===== src/hw/rtl/rtms_pkg.sv =====
`timescale 1ns / 1ps

package rtms_pkg;

   // command codes of an input beat
   typedef enum logic [1:0] {
      CMD_SRC_WR = 2'd0,
      CMD_TPL_WR = 2'd1,
      CMD_SEARCH = 2'd2
   } cmd_type;

   // register index, taken from paddr[4:2]
   localparam logic [2:0] CSR_MAX_DIFF   = 3'd0;
   localparam logic [2:0] CSR_SRC_WIDTH  = 3'd1;
   localparam logic [2:0] CSR_SRC_HEIGHT = 3'd2;
   localparam logic [2:0] CSR_TPL_WIDTH  = 3'd3;
   localparam logic [2:0] CSR_TPL_HEIGHT = 3'd4;

   localparam int CSR_ADDR_W = 5;
   localparam int CHANNELS   = 3;

   // pixel as stored: red in the top byte, blue in the low byte
   typedef struct packed {
      logic [7:0] red;
      logic [7:0] green;
      logic [7:0] blue;
   } pix_type;

endpackage


===== src/hw/rtl/rtms_pix_cmp.sv =====
`timescale 1ns / 1ps

module rtms_pix_cmp (
   input  rtms_pkg::pix_type src_pix,
   input  rtms_pkg::pix_type tpl_pix,
   input  logic [7:0]        max_diff,
   output logic              pix_ok
);
   import rtms_pkg::*;

   logic [CHANNELS-1:0][7:0] a_ch;
   logic [CHANNELS-1:0][7:0] b_ch;
   logic [CHANNELS-1:0]      ch_ok;

   assign a_ch = src_pix;
   assign b_ch = tpl_pix;

   // per channel |a - b| <= max_diff
   always_comb begin
      for (int c = 0; c < CHANNELS; c++) begin
         if (a_ch[c] > b_ch[c]) begin
            ch_ok[c] = (a_ch[c] - b_ch[c]) <= max_diff;
         end else begin
            ch_ok[c] = (b_ch[c] - a_ch[c]) <= max_diff;
         end
      end
   end

   assign pix_ok = &ch_ok;

endmodule


===== config.mk =====
export PLATFORM = sky130hd
export DESIGN_NAME = rtms_pix_cmp
export DESIGN_NICKNAME = d
export VERILOG_FILES = /design/src/hw/rtl/rtms_pkg.sv /design/src/hw/rtl/rtms_pix_cmp.sv
export SDC_FILE = /design/constraint.sdc
export NUM_CORES = 1
export LEC_CHECK = 0
export ABC_CLOCK_PERIOD_IN_PS = 5410
export BUFFER_PORTS_ARGS = -buffer_cell sky130_fd_sc_hd__buf_2
export CAP_MARGIN = 15
export CORE_MARGIN = 1.5
export CORE_UTILIZATION = 37
export DETAILED_ROUTE_END_ITERATION = 8
export GPL_TIMING_DRIVEN = 0
export SYNTH_ARGS = -nofsm -noshare
export SYNTH_HDL_FRONTEND = slang
export SYNTH_SLANG_ARGS = --single-unit
export TNS_END_PERCENT = 10

===== constraint.sdc =====
create_clock -name vclk -period 5.41
set_clock_uncertainty 0.15 [all_clocks]
set_input_delay 0.541 -clock vclk [all_inputs]
set_output_delay 0.541 -clock vclk [all_outputs]
set_load 0.005 [all_outputs]

### Word level (Yosys, flattened, before mapping)

Cells that the tools add are included.

| storage, ports and cells | value |
|---|---|
| flip-flop bits (word level) | 0 |
| input port bits | 56 |
| output and inout port bits | 1 |
| word-level logic and storage cells | 19 |

| cells by class | value |
|---|---|
| $add $sub $neg | 6 |
| magnitude comparators | 9 |
| multiplexer cells | 3 |
| reductions and logical operators | 1 |

Operator list:

| kind | count |
|---|---|
| $le A8 B8 Y1 | 6 |
| $sub A8 B8 Y8 | 6 |
| $gt A8 B8 Y1 | 3 |
| $mux W1 | 3 |
| $reduce_and A3 Y1 | 1 |

### Logic depth before layout (Yosys ltp)

| depth | value |
|---|---|
| depth after elaboration | 4 |
| depth in mapped cells | 17 |
| gate-level depth less buffers | 17 |

### Worst setup path after synthesis

Ideal clock, no wire load.

| path | value |
|---|---|
| path type | input-to-output |
| start | in src_pix[0] (netlist name) |
| end | out pix_ok |
| data arrival time | 2.897 ns |
| data required time | 4.719 ns |
| setup slack | 1.822 ns |
| cell stages on the path | 14 |
| buffers on the path | 0 |
| cell sequence | inv_1 -> ha_1 -> fa_1 -> nand2b_1 -> a21oi_1 -> a21o_1 -> a21oi_1 -> xnor2_1 -> ha_1 -> nand4_1 -> a21oi_1 -> a2111oi_0 -> o32ai_1 -> nor3b_2 |

| on the way | value |
|---|---|
| longest elaborated chain between the ends | 4 |
| elaborated cells between the ends (all ways) | 7 |
| classes of those cells | add/sub (2); order compare (3); mux (1); reduce/logical (1) |

Ends and longest elaborated chain:

| item | RTL line | RTL |
|---|---|---|
| from (decl) | rtms_pix_cmp.sv:4 | `input rtms_pkg::pix_type src_pix,` |
| $sub A8 B8 Y8 (on tied branches) | rtms_pix_cmp.sv:24, rtms_pix_cmp.sv:22 |  |
| $le A8 B8 Y1 (on tied branches) | rtms_pix_cmp.sv:24, rtms_pix_cmp.sv:22 |  |
| $mux W1 * | rtms_pix_cmp.sv:21 | `if (a_ch[c] > b_ch[c]) begin` |
| $reduce_and A3 Y1 * | rtms_pix_cmp.sv:29 | `assign pix_ok = &ch_ok;` |
| to (decl) | rtms_pix_cmp.sv:7 | `output logic pix_ok` |

Every way passes the cells marked *; elsewhere a longest branch is shown, timed or not.

### Final worst setup path

Same ends and word-level chain as after synthesis.

==> qor.yml <==
seqCellArea_um2: 0
critPathLaunchType: "input pin"
wire_per_inst_um: 11.7
syn_avg_cell_area_um2: 7.59
syn_area_um2: 2970
synth.most_common_cell: "ha_1"
cp_max_fo: 2
path_class: "in -> out"
worstPathArrival_ns: 3.45
viasPerCell: 5.02
via_count: 2762
drive_gt1_share_pct: 16.7
core_um2: 7730
min_period_over_period_pct: 76.6
antenna_cells: 0
instances_no_fill: 550
routabilityCongestion: 0.864
num_rows: 32
p_leak_nw: 1.83
area_growth_pct: 13.9
rsz0062_at_grt: "false"
multi_input_area_um2: 2630
fin_tns_setup_ns: 0
dr.pass1.iters: 4
worst_pin_slew_ns: 0.399
hold_path_class: "in -> out"
status: "finished, final reports clean"
synth_cells: 391
die_h_um: 92.5
hold_buffers: 0
antenna_found_initial: 0
route.detailed.drc: 0
final_hold_viol_count: 0
yosysSeqAreaShare_pct: 0
placedCellCount: 550
final.min_clock_period_ns: 4.15
yosys-top-cells-count: "ha_1 (90), inv_1 (68), a21oi_1 (45)"
synth_fp_nets: 543
drt-total-wl_um: 6430
n_sequential_cell: 0
synth.top_cell.area_share_pct: 38.0
cp.required_ns: 4.72
whs_ns: 1.63
slew_headroom_pct: 72.7
grt_overflow: 0
grt_first_pass_wirelength_um: 11200
ir_drop_uv: 44.6
dpl.hpwl_um: 5680
post-cts-setup-buffers: 0
placed_area_um2: 3380
drv_slew: 0
power_density_nw_per_um2: 128
cts_resized: 0
first_global_vias: 2720
die_w_um: 92.5
ios: 57
fin_nets: 602
synth_area_leader_cell: "ha_1"
worst_setup_path_end_kind: "output pin"
finalInstanceArea_um2: 3380
die-area_um2: 8560
fmax_mhz: 241
num-fill-cells: 789
grt_max_degree: 10
setup_viol: 0
yosysWarnings: 0
ant_nets: 0
clock_buffers: 0
start_util_pct: 38.4
maxCapViolCount: 0
synth_area_leaders: "ha_1 (38%), inv_1 (8.6%), xnor2_1 (7.7%)"
finalPower_uw: 433
grt_usage_pct: 15.2
portBuffers: 57
drt_iter0_drc: 135
yosysUniqueCellTypes: 40
## metal layers
| layer | vias up | track usage (%) | wire length [um] |
|---|---|---|---|
| li1 | 1476 | - | - |
| met1 | 1226 | 19.6 | 3090 |
| met2 | 58 | 28.8 | 3090 |
| met3 | 2 | 0.411 | 227 |
| met4 | 0 | 1.67 | 24 |
| met5 | - | 0 | 0 |
## per-stage QoR
step                util [%]  setup WS [ns]
global route            43.7          0.896
finish                  43.7           1.26
CTS                     43.7           1.23
global placement        43.7           1.26
detailed placement      43.7           1.25
floorplan                  -           1.82
## critical path: stages
cell and delay (ns):
buf_2 0.09, inv_1 0.04, ha_1 0.22, fa_1 0.41
nand2b_1 0.18, a21oi_1 0.23, a21o_1 0.16, a21oi_1 0.07
xnor2_1 0.18, ha_1 0.27, nand4_1 0.10, a21oi_1 0.06
a2111oi_0 0.38, o32ai_1 0.18, nor3b_2 0.20, buf_2 0.14
## cells by family (layout without fill, tap and decap cells)
logic type	Yosys count	count (layout)	synth area share (%)
xor gates and xnor gates	35	35	10.3
adders and majority gates	96	96	42.0
muxes	1	1	0.380
and+or+nand+nor	72	72	12.8
buffers and inverters	80	137	11.3
AOI/OAI and AO/OA	107	107	23.2
## final cells by class
type	count	area share, %
plain buffers	12	2.33
well taps	102	3.78
multi-input cells	311	77.9
repair buffers	57	8.44
inverters	68	7.55
## where the power goes
| group | internal, mW | switching (mW) |
|---|---|---|
| Combinational | 0.202 | 0.231 |
| Sequential | 0 | 0 |
| Clock | 0 | 0 |
## worst paths after layout
| check | end | depth (start not counted) | start | slack [ns] |
|---|---|---|---|---|
| worst min-delay path | pix_ok | 7 | src_pix[23] | 1.63 |
| worst max-delay path | pix_ok | 16 | src_pix[0] | 1.26 |
## layout by cell type (no fill, tap or decap), types with 9 or more instances in the layout
cell type / count
nand2_1: 12
nor2b_1: 9
o21bai_1: 9
ha_1: 90
xor2_1: 9
nand4_1: 16
nor2_1: 20
inv_1: 68
buf_2: 65
a21oi_1: 45
o21ai_0: 12
xnor2_1: 26
a21o_1: 9
(Power assumes the default switching activity.)
